### src/design/cmsa_pkg.sv
// ----------------------------------------------------------------------------
// Calendar minute step advance package
// Shared types, constants and the month length table.
// ----------------------------------------------------------------------------
package cmsa_pkg;

   localparam int MinuteW = 6;
   localparam int HourW   = 5;
   localparam int DayW    = 5;
   localparam int MonthW  = 4;
   localparam int YearOutW = 14;
   localparam int SkipYearW = 14;
   localparam int CsrIdxW = 1;
   localparam int CsrDataW = 14;
   localparam int ReqDataW = 8;
   localparam int RspDataW = 40;

   localparam logic [6:0] MINUTES_PER_HOUR = 7'd60;
   localparam logic [6:0] LAST_MINUTE      = 7'd59;
   localparam logic [HourW-1:0] LAST_HOUR  = 5'd23;
   localparam logic [MonthW:0] LAST_MONTH  = 5'd12;

   localparam logic [DayW-1:0] DAYS_LONG  = 5'd31;
   localparam logic [DayW-1:0] DAYS_SHORT = 5'd30;
   localparam logic [DayW-1:0] DAYS_LEAP  = 5'd29;
   localparam logic [DayW-1:0] DAYS_FEB   = 5'd28;

   localparam logic [MonthW-1:0] MONTH_JAN = 4'd1;
   localparam logic [MonthW-1:0] MONTH_FEB = 4'd2;
   localparam logic [MonthW-1:0] MONTH_APR = 4'd4;
   localparam logic [MonthW-1:0] MONTH_JUN = 4'd6;
   localparam logic [MonthW-1:0] MONTH_SEP = 4'd9;
   localparam logic [MonthW-1:0] MONTH_NOV = 4'd11;

   localparam logic [DayW-1:0]    FIRST_DAY = 5'd1;
   localparam logic [MinuteW-1:0] RESET_STEP = 6'd4;
   localparam logic [SkipYearW-1:0] RESET_SKIP_YEAR = 14'd2100;
   localparam int ResetYear = 2000;

   localparam logic [CsrIdxW-1:0] CSR_STEP_MINUTES = 1'd0;
   localparam logic [CsrIdxW-1:0] CSR_SKIPPED_LEAP = 1'd1;

   typedef struct packed {
      logic [HourW-1:0]   hour;
      logic [MinuteW-1:0] minute;
   } cmsa_time_type;

   typedef struct packed {
      logic [MonthW-1:0] month;
      logic [DayW-1:0]   day;
   } cmsa_date_type;

   function automatic logic [DayW-1:0] month_days(input logic [MonthW-1:0] month,
                                                   input logic leap);
      logic [DayW-1:0] days;
      case (month) inside
         MONTH_APR, MONTH_JUN, MONTH_SEP, MONTH_NOV: days = DAYS_SHORT;
         MONTH_FEB: days = leap ? DAYS_LEAP : DAYS_FEB;
         default: days = DAYS_LONG;
      endcase
      return days;
   endfunction

endpackage

### src/design/cmsa_advance.sv
// ----------------------------------------------------------------------------
// Calendar advance logic
// Computes the calendar after one tick: minute, hour, day, month and year carry.
// ----------------------------------------------------------------------------
module cmsa_advance #(
   parameter int YEAR_BITS = 14
) (
   input  logic                            add_step,
   input  logic [cmsa_pkg::MinuteW-1:0]    step_minutes,
   input  logic [cmsa_pkg::SkipYearW-1:0]  skipped_leap_year,
   input  cmsa_pkg::cmsa_time_type         cur_time,
   input  cmsa_pkg::cmsa_date_type         cur_date,
   input  logic [YEAR_BITS-1:0]            cur_year,
   output cmsa_pkg::cmsa_time_type         next_time,
   output cmsa_pkg::cmsa_date_type         next_date,
   output logic [YEAR_BITS-1:0]            next_year
);
   import cmsa_pkg::*;

   localparam int CmpW = (YEAR_BITS > SkipYearW) ? YEAR_BITS : SkipYearW;

   logic [6:0]        minute_sum;
   logic              minute_carry;
   logic [HourW-1:0]  hour_inc;
   logic              hour_carry;
   logic              leap;
   logic [DayW-1:0]   days_in_month;
   logic [DayW:0]     day_inc;
   logic              day_roll;
   logic [MonthW:0]   month_pre;
   logic              month_roll;

   always_comb begin
      minute_sum   = {1'b0, cur_time.minute} + {1'b0, step_minutes};
      minute_carry = add_step && (minute_sum > LAST_MINUTE);
      hour_inc     = cur_time.hour + 5'd1;
      hour_carry   = minute_carry && (hour_inc > LAST_HOUR);

      leap = (cur_year[1:0] == 2'd0) &&
             (CmpW'(cur_year) != CmpW'(skipped_leap_year));
      days_in_month = month_days(cur_date.month, leap);
      day_inc       = {1'b0, cur_date.day} + 6'd1;
      day_roll      = day_inc > {1'b0, days_in_month};
      month_pre     = day_roll ? ({1'b0, cur_date.month} + 5'd1) : {1'b0, cur_date.month};
      month_roll    = month_pre > LAST_MONTH;

      next_time = cur_time;
      next_date = cur_date;
      next_year = cur_year;
      if (add_step) begin
         if (minute_carry) begin
            next_time.minute = MinuteW'(minute_sum - MINUTES_PER_HOUR);
            next_time.hour   = hour_carry ? '0 : hour_inc;
         end else begin
            next_time.minute = minute_sum[MinuteW-1:0];
         end
      end
      if (hour_carry) begin
         next_date.day   = day_roll ? FIRST_DAY : day_inc[DayW-1:0];
         next_date.month = month_roll ? MONTH_JAN : month_pre[MonthW-1:0];
         next_year       = month_roll ? (cur_year + YEAR_BITS'(1)) : cur_year;
      end
   end

endmodule

### src/design/calendar_minute_step_advance_top.sv
// Path: a transferred tick sits in the input register, and its result is then
// presented on rsp_ from the result register once the result register is free.
// Throughput: one tick per cycle; the input register and the result register
// each advance whenever the result register is empty or being drained.
// Reset (synchronous, active high) sets 00:00 on January 1, 2000, step 4 and
// skipped leap year 2100, and empties both register stages.
// ----------------------------------------------------------------------------
// Calendar minute step advance top level
// Calendar counter stepped by a configurable number of minutes per tick.
// ----------------------------------------------------------------------------
module calendar_minute_step_advance_top #(
   parameter int YEAR_BITS = 14
) (
   input  logic                            clock,
   input  logic                            reset,
   input  logic                            req_tvalid,
   output logic                            req_tready,
   // Fields from bit 0: add flag.
   input  logic [cmsa_pkg::ReqDataW-1:0]   req_tdata,
   output logic                            rsp_tvalid,
   input  logic                            rsp_tready,
   // Fields from bit 0: minute, hour, day, month, year.
   output logic [cmsa_pkg::RspDataW-1:0]   rsp_tdata,
   input  logic                            csr_we,
   input  logic [cmsa_pkg::CsrIdxW-1:0]    csr_index,
   input  logic [cmsa_pkg::CsrDataW-1:0]   csr_wdata
);
   import cmsa_pkg::*;

   localparam int CmpW = (YEAR_BITS > YearOutW) ? YEAR_BITS : YearOutW;

   logic [MinuteW-1:0]   step_ff;
   logic [SkipYearW-1:0] skip_year_ff;
   logic                 s1_valid_ff;
   logic                 s1_add_ff;
   cmsa_time_type        time_ff;
   cmsa_date_type        date_ff;
   logic [YEAR_BITS-1:0] year_ff;
   logic                 rsp_valid_ff;
   logic [RspDataW-1:0]  rsp_data_ff;

   cmsa_time_type        time_in;
   cmsa_date_type        date_in;
   logic [YEAR_BITS-1:0] year_in;
   logic [RspDataW-1:0]  rsp_data_in;
   logic                 advance;
   logic [CmpW-1:0]      year_ext;

   cmsa_advance #(
      .YEAR_BITS(YEAR_BITS)
   ) u_advance (
      .add_step          (s1_add_ff),
      .step_minutes      (step_ff),
      .skipped_leap_year (skip_year_ff),
      .cur_time          (time_ff),
      .cur_date          (date_ff),
      .cur_year          (year_ff),
      .next_time         (time_in),
      .next_date         (date_in),
      .next_year         (year_in)
   );

   always_comb begin
      advance     = s1_valid_ff && (!rsp_valid_ff || rsp_tready);
      req_tready  = !s1_valid_ff || advance;
      year_ext    = CmpW'(year_in);
      rsp_data_in = {6'd0, year_ext[YearOutW-1:0], date_in.month, date_in.day,
                     time_in.hour, time_in.minute};
      rsp_tvalid  = rsp_valid_ff;
      rsp_tdata   = rsp_data_ff;
   end

   always_ff @(posedge clock) begin
      if (reset) begin
         step_ff      <= RESET_STEP;
         skip_year_ff <= RESET_SKIP_YEAR;
      end else if (csr_we) begin
         case (csr_index)
            CSR_STEP_MINUTES: step_ff <= csr_wdata[MinuteW-1:0];
            CSR_SKIPPED_LEAP: skip_year_ff <= csr_wdata[SkipYearW-1:0];
            default: ;
         endcase
      end
   end

   always_ff @(posedge clock) begin
      if (reset) begin
         s1_valid_ff  <= 1'b0;
         rsp_valid_ff <= 1'b0;
         time_ff      <= '0;
         date_ff      <= '{month: MONTH_JAN, day: FIRST_DAY};
         year_ff      <= YEAR_BITS'(ResetYear);
      end else begin
         if (req_tready) begin
            s1_valid_ff <= req_tvalid;
         end
         if (advance) begin
            time_ff <= time_in;
            date_ff <= date_in;
            year_ff <= year_in;
         end
         if (advance) begin
            rsp_valid_ff <= 1'b1;
         end else if (rsp_tready) begin
            rsp_valid_ff <= 1'b0;
         end
      end
   end

   always_ff @(posedge clock) begin
      if (req_tready) begin
         s1_add_ff <= req_tdata[0];
      end
      if (advance) begin
         rsp_data_ff <= rsp_data_in;
      end
   end

   // The hour never leaves its range.
   a_hour_range: assert property (@(posedge clock) disable iff (reset)
      time_ff.hour <= LAST_HOUR)
      else $error("hour counter out of range");

   // The month stays between January and December.
   a_month_range: assert property (@(posedge clock) disable iff (reset)
      (date_ff.month >= MONTH_JAN) && ({1'b0, date_ff.month} <= LAST_MONTH))
      else $error("month counter out of range");

   // A tick without the add flag leaves the calendar unchanged.
   a_no_add_hold: assert property (@(posedge clock) disable iff (reset)
      (advance && !s1_add_ff) |=> ($stable(time_ff) && $stable(date_ff) && $stable(year_ff)))
      else $error("calendar changed on a tick without add flag");

   // A stalled item in the input register is kept until it moves on.
   a_s1_hold: assert property (@(posedge clock) disable iff (reset)
      (s1_valid_ff && !advance) |=> (s1_valid_ff && $stable(s1_add_ff)))
      else $error("stalled tick lost from input register");

endmodule
### config.mk
export PLATFORM = sky130hd
export DESIGN_NAME = calendar_minute_step_advance_top
export DESIGN_NICKNAME = d
export VERILOG_FILES = /design/src/design/cmsa_pkg.sv /design/src/design/cmsa_advance.sv /design/src/design/calendar_minute_step_advance_top.sv
export SDC_FILE = /design/constraint.sdc
export NUM_CORES = 1
export LEC_CHECK = 0
export ABC_AREA = 1
export CORE_MARGIN = 3
export CORE_UTILIZATION = 23
export DETAILED_ROUTE_END_ITERATION = 10
export DONT_BUFFER_PORTS = 1
export GPL_TIMING_DRIVEN = 0
export HOLD_SLACK_MARGIN = 0.02
export SLEW_MARGIN = 40
export SYNTH_ARGS = -nofsm -noshare
export SYNTH_HDL_FRONTEND = slang
export SYNTH_SLANG_ARGS = --single-unit
### constraint.sdc
create_clock -name clock -period 9.45 [get_ports clock]
set_input_delay 0 -clock clock [delete_from_list [all_inputs] [get_ports clock]]
set_output_delay 0 -clock clock [all_outputs]
set_load 0.01 [all_outputs]
# Word level (Yosys, flattened, before mapping)

Cells that the tools add are included.

Flip-flop bits (word level): 91
Output and inout bits: 42
Logic and storage cells: 56

$add $sub $neg: 6
Order comparisons: 4
Equality and inequality tests: 6
Mux-type cells: 15
Bitwise logic cells: 1
Reduce and logical (&&, ||, !) cells: 13

Operator list:

| operator              | number |
|---|---|
| $mux 5                | 6 |
| $mux 14               | 2 |
| $add 14x1->14 const B | 1 |
| $ne 14x14->1          | 1 |
| $mux 11               | 1 |
| $mux 9                | 1 |
| $eq 4x3->1 const B    | 2 |
| $eq 4x4->1 const B    | 2 |
| $add 6x6->7           | 1 |
| $gt 7x6->1 const B    | 1 |
| $add 5x1->6 const B   | 1 |
| $gt 6x5->1            | 1 |
| $mux 6                | 1 |
| $sub 6x6->6 const B   | 1 |
| $add 4x1->5 const B   | 1 |
| $add 5x1->5 const B   | 1 |
| $gt 5x4->1 const B    | 1 |
| $gt 5x5->1 const B    | 1 |
| $eq 4x2->1 const B    | 1 |
| $logic_and 1x1->1     | 4 |
| $mux 4                | 1 |
| $reduce_and 2->1      | 2 |
| $reduce_or 4->1       | 1 |
| $mux 1                | 3 |
| 5 further kinds       | 7 |

# Depth between registers and ports, before layout

Depth in word-level cells: 10
Depth in mapped cells: 24
Depth with buffers taken out: 23

# By module

Synthesis repeated with hierarchy kept, for this count alone.

Cells, all modules: 692
Area total of the unflattened synthesis: 5,365.1 µm²

Modules (own cells, without submodules):

| module                           | times used | cells an instance | area each (µm²) | seq. area each (µm²) |
|---|---|---|---|---|
| calendar_minute_step_advance_top | 1          | 346               | 3,380.7         | 2,172.1 |
| cmsa_advance                     | 1          | 346               | 1,984.4         | 0.0 |

# Least setup slack after synthesis

No wires, ideal clock.

Path type: register to register
Start point: register year_ff[2]
End point: register rsp_data_ff[26] (netlist: rsp_tdata[26]), data pin
Setup time: 0.255 ns
Arrival: 2.838 ns
Data required time: 9.195 ns
Slack: 6.357 ns
Cell stages (with the launch flop): 21
Buffers on the path: 2
Path through: dfxtp_1 > buf_2 > inv_1 > nor2_1 > nor4_1 > nand4_1 > o31ai_1 > a21oi_1 > ha_1 > nand2_1 > nand3_1 > nor2_2 > nand3_4 > nand2_4 > nand4_2 > o21ai_4 > nand2_4 > nor2_8 > buf_8 > nand3_1 > and2_1

Word-level cells in the longest chain between the ends: 10

Ends and longest elaborated chain:

| element                          | RTL line                                | text |
|---|---|---|
| start: declaration               | calendar_minute_step_advance_top.sv:38  | `logic [YEAR_BITS-1:0] year_ff;` |
| start signal: assignment         | calendar_minute_step_advance_top.sv:92  | `year_ff <= YEAR_BITS'(ResetYear);` |
| start signal: assignment         | calendar_minute_step_advance_top.sv:100 | `year_ff <= year_in;` |
| $ne 14x14->1                     | cmsa_advance.sv:40                      | `(CmpW'(cur_year) != CmpW'(skipped_leap_year));` |
| $logic_and 1x1->1                | cmsa_advance.sv:39                      | `leap = (cur_year[1:0] == 2'd0) &&` |
| $mux 1                           | cmsa_pkg.sv:58                          | `MONTH_FEB: days = leap ? DAYS_LEAP : DAYS_FEB;` |
| $mux 5 (2 in a row)              | cmsa_pkg.sv:56                          | `case (month) inside` |
| $gt 6x5->1                       | cmsa_advance.sv:43                      | `day_roll = day_inc > {1'b0, days_in_month};` |
| $mux 5                           | cmsa_advance.sv:44                      | `month_pre = day_roll ? ({1'b0, cur_date.month} + 5'd1) : {1'b0, cur_date.month};` |
| $gt 5x4->1                       | cmsa_advance.sv:45                      | `month_roll = month_pre > LAST_MONTH;` |
| $mux 14 (*)                      | cmsa_advance.sv:61                      | `next_year = month_roll ? (cur_year + YEAR_BITS'(1)) : cur_year;` |
| $mux 14 (*)                      | cmsa_advance.sv:58                      | `if (hour_carry) begin` |
| named net u_advance.next_year[6] | cmsa_advance.sv:16                      | `output logic [YEAR_BITS-1:0] next_year` |
| end signal: assignment           | calendar_minute_step_advance_top.sv:115 | `rsp_data_ff <= rsp_data_in;` |
| end: declaration                 | calendar_minute_step_advance_top.sv:40  | `logic [RspDataW-1:0] rsp_data_ff;` |

Mark *: on every way through the listed nets, which the timed path passes. The rest lies on a longest branch.
A chain may end at the register's enable or synchronous reset.

# Final worst setup path

Start point: register year_ff[7]
End point: register rsp_data_ff[24] (netlist: rsp_tdata[24]), data pin

Word-level cells in the longest chain between the ends: 10

Ends and longest elaborated chain:

| element                          | RTL line |
|---|---|
| $ne 14x14->1                     | cmsa_advance.sv:40 |
| $logic_and 1x1->1                | cmsa_advance.sv:39 |
| $mux 1                           | cmsa_pkg.sv:58 |
| $mux 5 (2 in a row)              | cmsa_pkg.sv:56 |
| $gt 6x5->1                       | cmsa_advance.sv:43 |
| $mux 5                           | cmsa_advance.sv:44 |
| $gt 5x4->1                       | cmsa_advance.sv:45 |
| $mux 14                          | cmsa_advance.sv:61 |
| $mux 14                          | cmsa_advance.sv:58 |
| named net u_advance.next_year[4] | cmsa_advance.sv:16 |

The timed path passes the listed nets, and every way through them passes these cells.

==> impl_results.html <==
<table>
<tr><th>Metric</th><th>Value</th></tr>
<tr><th colspan="2">STA</th></tr>
<tr><td>Fmax</td><td>256 MHz</td></tr>
<tr><td>Minimum clock period</td><td>3900 ps</td></tr>
<tr><td>Setup slack after layout</td><td>about 5600 ps</td></tr>
<tr><td>Worst max-slew margin expressed relative to the limit</td><td>53.4%</td></tr>
<tr><td>Measured slew at the worst slew-check pin</td><td>699 ps</td></tr>
<tr><td>Unrepaired setup endpoints after global routing</td><td>false</td></tr>
<tr><td>Final setup vio count</td><td>0</td></tr>
<tr><td>Max Slew Vio Count</td><td>0</td></tr>
<tr><td>Final-report hold violation count</td><td>0</td></tr>
<tr><td>Share of the cycle needed by the critical path after routing</td><td>~41%</td></tr>
<tr><td>Setup Skew</td><td>roughly 9.4 ps</td></tr>
<tr><td>Setup tns final</td><td>0 ps</td></tr>
<tr><th colspan="2">Global route</th></tr>
<tr><td>First-pass GRT wire length</td><td>about 21000 um</td></tr>
<tr><td>Total gr overflow</td><td>0</td></tr>
<tr><td>Antenna violations before repair</td><td>0</td></tr>
<tr><td>Tot GR Track Use</td><td>10.9%</td></tr>
<tr><td>Pin count of the biggest net entering global routing</td><td>44</td></tr>
<tr><td>Number of global-route vias before repair</td><td>about 4100</td></tr>
<tr><th colspan="2">Placement</th></tr>
<tr><td>Post-placement worst setup slack</td><td>5540 ps</td></tr>
<tr><td>Placed cell count</td><td>937</td></tr>
<tr><td>Gpl congestion</td><td>0.808</td></tr>
<tr><td>Count of input and output buffers</td><td>0</td></tr>
<tr><td>HPWL after detailed placement</td><td>approximately 9500 um</td></tr>
<tr><th colspan="2">Route</th></tr>
<tr><td>Post-DR wirelength/cell</td><td>about 13 um</td></tr>
<tr><td>Total vias in the final route</td><td>4160</td></tr>
<tr><td>Ratio of routed vias to standard cells</td><td>4.27</td></tr>
<tr><td>Starting DRC count in detailed routing</td><td>about 270</td></tr>
<tr><td>Count of TritonRoute iterations in the first routing pass</td><td>4</td></tr>
<tr><td>Total Routed Length</td><td>about 13000 um</td></tr>
<tr><td>Number of nets with antenna violations after routing</td><td>0</td></tr>
<tr><td>Remaining design rule violation count</td><td>0</td></tr>
<tr><th colspan="2">Final layout</th></tr>
<tr><td>Area growth from synthesis to final layout</td><td>17.6%</td></tr>
<tr><td>Number of inserted diodes</td><td>0</td></tr>
<tr><td>Post-layout net count</td><td>~740</td></tr>
<tr><td>Share of post-route cells with drive strength above 1</td><td>under 10%</td></tr>
<tr><td>Area occupied by registers</td><td>about 2200 um^2</td></tr>
<tr><td>Finished Layout Cells</td><td>974</td></tr>
<tr><td>Area of the multi-input gates</td><td>between 2000 and 2500 um^2</td></tr>
<tr><td>Filler instances</td><td>2274</td></tr>
<tr><th colspan="2">Synth</th></tr>
<tr><td>Top post-synthesis cells by count</td><td>sky130_fd_sc_hd__nand2_1, sky130_fd_sc_hd__inv_1, sky130_fd_sc_hd__nand3_1</td></tr>
<tr><td>Synth area leaders</td><td>sky130_fd_sc_hd__dfxtp_1, sky130_fd_sc_hd__edfxtp_1, sky130_fd_sc_hd__nand2_1, sky130_fd_sc_hd__inv_1, sky130_fd_sc_hd__nand3_1</td></tr>
<tr><td>Most frequent cell after synthesis</td><td>sky130_fd_sc_hd__nand2_1</td></tr>
<tr><td>Async SR Flop Fraction</td><td>0%</td></tr>
<tr><td>Syn avg cell area</td><td>roughly 7.7 um^2</td></tr>
<tr><td>Largest area contributor in the synthesized netlist</td><td>sky130_fd_sc_hd__dfxtp_1</td></tr>
<tr><td>Count of distinct cell types in the synthesized netlist</td><td>38</td></tr>
<tr><td>Yosys synthesis warning count</td><td>0</td></tr>
<tr><td>Number of synthesized register bits</td><td>91</td></tr>
<tr><td>Area share of the leading cell type in the synthesized netlist</td><td>between 20% and 30%</td></tr>
<tr><td>Count of flip-flops with a built-in enable after synthesis</td><td>35</td></tr>
<tr><td>Cells after Synth</td><td>between 600 and 700</td></tr>
<tr><td>Sequential area share after synthesis</td><td>a little over two fifths</td></tr>
<tr><td>Synthesized area</td><td>around 5100 um^2</td></tr>
<tr><td>Most instantiated flip-flop cell in the synthesis netlist</td><td>sky130_fd_sc_hd__dfxtp_1</td></tr>
<tr><th colspan="2">Setup path</th></tr>
<tr><td>Data required time of the worst path</td><td>about 9500 ps</td></tr>
<tr><td>Crit Path Max Fanout</td><td>10</td></tr>
<tr><td>Library cell contributing the largest single delay on the critical path</td><td>sky130_fd_sc_hd__o31ai_1</td></tr>
<tr><td>Top cell by count, worst path</td><td>sky130_fd_sc_hd__nand3_1</td></tr>
<tr><td>Endpoint class of the critical path</td><td>register</td></tr>
<tr><td>Data arrival time of the worst path</td><td>3990 ps</td></tr>
<tr><td>Crit Path Category</td><td>register to register</td></tr>
<tr><td>R2R Setup Slk</td><td>about 5600 ps</td></tr>
<tr><td>Kind of start point of the critical path</td><td>register</td></tr>
<tr><td>Maximum single-stage delay on the critical path</td><td>around 460 ps</td></tr>
<tr><td>Cell chain of the critical path</td><td>nor2_1, nor4_1, nand3_1, o31ai_1, a21oi_1, ha_1, nand2_1, nand3_1, nor2_2, nand3_4, nand2_4, nand4_2, o21ai_4, nand2_4, nor2_8, buf_8, nand3_1, and2_1</td></tr>
<tr><th colspan="2">Status</th></tr>
<tr><td>Run status</td><td>completed</td></tr>
<tr><th colspan="2">Clock network</th></tr>
<tr><td>Clock-pin slew on the worst setup and hold paths</td><td>~70 ps</td></tr>
<tr><td>Number of levels the H-tree was split into</td><td>3</td></tr>
<tr><td>Maximum root-to-sink buffer count</td><td>2</td></tr>
<tr><td>CTS tree</td><td>done</td></tr>
<tr><td>CTS buffer count</td><td>9</td></tr>
<tr><td>Clock latency on the worst-skew pair</td><td>between 300 and 400 ps</td></tr>
<tr><td>Cts repair resizes</td><td>0</td></tr>
<tr><td>Clock Root Buffer</td><td>sky130_fd_sc_hd__clkbuf_16</td></tr>
<tr><td>Sink count of the clock tree</td><td>approximately 90</td></tr>
<tr><th colspan="2">Die</th></tr>
<tr><td># rows</td><td>53</td></tr>
<tr><td>Initial standard-cell utilization of the core</td><td>between 20% and 30%</td></tr>
<tr><td>Die Outline Area</td><td>23800 um^2</td></tr>
<tr><td>Die span in x</td><td>154 um</td></tr>
<tr><td>DIE HEIGHT</td><td>between 150 and 200 um</td></tr>
<tr><td>Boundary pin count</td><td>70</td></tr>
<tr><td>Area of the core</td><td>21300 um^2</td></tr>
<tr><th colspan="2">Run</th></tr>
<tr><td>Number of max-cap violations</td><td>0</td></tr>
<tr><th colspan="2">Pwr</th></tr>
<tr><td>PnR Total Power</td><td>0.000981 W</td></tr>
<tr><td>Static leakage</td><td>between 2 and 3 nW</td></tr>
<tr><td>Cell area power density</td><td>165 nW/um^2</td></tr>
<tr><td>Maximum vdd ir drop</td><td>0.0798 mV</td></tr>
<tr><th colspan="2">Hold path</th></tr>
<tr><td>Hold crit path type</td><td>primary input to register</td></tr>
</table>
[report_power, final]
group / switching [W] / total [W] / internal (W) / leakage [nW]
Clock: 0.000157 / 0.000389 / 0.000232 / 0.153
Combinational: 0.0000820 / 0.000132 / 0.0000500 / 1.75
Sequential: 0.0000247 / 0.000460 / 0.000435 / 0.789
Total: 0.000264 / 0.000981 / 0.000717 / 2.69
[cells by family (layout without fill, tap and decap cells)]
kind of cell / Yosys count / in the layout / share of synthesized area, %
adders and majority gates: 20 / 20 / 5.09
buffers and inverters: 127 / 164 / 10.5
AOI/OAI and AO/OA: 104 / 104 / 11.1
other: 1 / 6 / 0.0741
DFF: 91 / 91 / 42.9
xor gates and xnor gates: 20 / 20 / 3.46
and+or+nand+nor: 294 / 294 / 26.9
[through the flow]
stage,area [um^2],hold slack (ps),util [%]
final,5950,36.4,28.0
after global routing,5950,61.8,28.0
after CTS,5950,20.5,28.0
after detailed placement,5420,98.9,25.5
after global placement,5420,99.0,25.5
after floorplan,5080,98.9,-
[timing repair]
item                                    in CTS  in global routing
endpoints found under the hold margin       24                  0
endpoints found under the setup margin       0                  0
buffers inserted                             0                  0
hold buffers                                21                  0
[state kept, by name, indices dropped and copies added (netlist names)]
register,count
rsp_tvalid,1
skip_year_ff,14
step_ff,6
date_ff,9
time_ff,11
s1_add_ff,1
year_ff,14
s1_valid_ff,1
rsp_tdata,34
[layer usage]
layer	up-vias	track usage, %	share of wire [%]
met4	0	3.91	1.9
met2	86	17.8	47
met3	17	2.80	5.2
met1	1852	13.8	46
li1	2205	-	-
met5	-	0	0
[layout make-up]
class / count / share of cell area [%]
plain buffers: 28 / 2.65
repair buffers: 21 / 3.53
well taps: 275 / 5.78
clock buffers: 10 / 3.85
clock inverters: 6 / 1.51
inverters: 99 / 6.24
flip-flops and latches: 91 / 36.5
multi-input cells: 444 / 39.9
[cell usage in the layout (no fill, tap or decap), drive strengths merged, types with 2 or more instances in the layout]
cell	synthesis	final
clkinv	1	4
bufinv	0	2
and2	6	6
a21oi	45	45
ha	19	19
nand3	71	71
o21ai	48	48
nor3	3	3
xor2	13	13
nor2	51	51
nor4	4	4
buf	13	13
o211ai	9	9
xnor2	7	7
clkbuf	15	25
inv	98	98
dlygate4sd3	0	21
edfxtp	35	35
conb	1	6
dfxtp	56	56
nand4	9	9
nand3b	2	2
nand2	146	146
[path summary, 6_finish.rpt]
| check | startpoint | cells past startpoint | endpoint |
|---|---|---|---|
| hold reg to reg | skip_year_ff[7] | 2 | skip_year_ff[7] |
| setup / recovery | year_ff[7] | 18 | rsp_tdata[24] |
| setup reg to reg | year_ff[7] | 18 | rsp_tdata[24] |
| hold / removal | csr_we | 4 | step_ff[3] |
[worst max-delay path, delay by kind of cell, from the launching register on]
| kind | cells | cell delay, ps |
|---|---|---|
| AO/OA/AOI/OAI | 3 | 810 |
| adder cells (fa/ha/maj) | 1 | 290 |
| buffers and inverters | 1 | 160 |
| flip-flops | 1 | 440 |
| AND/OR/NAND/NOR | 13 | 1940 |
Note: power is estimated with default switching activity, not from simulation.
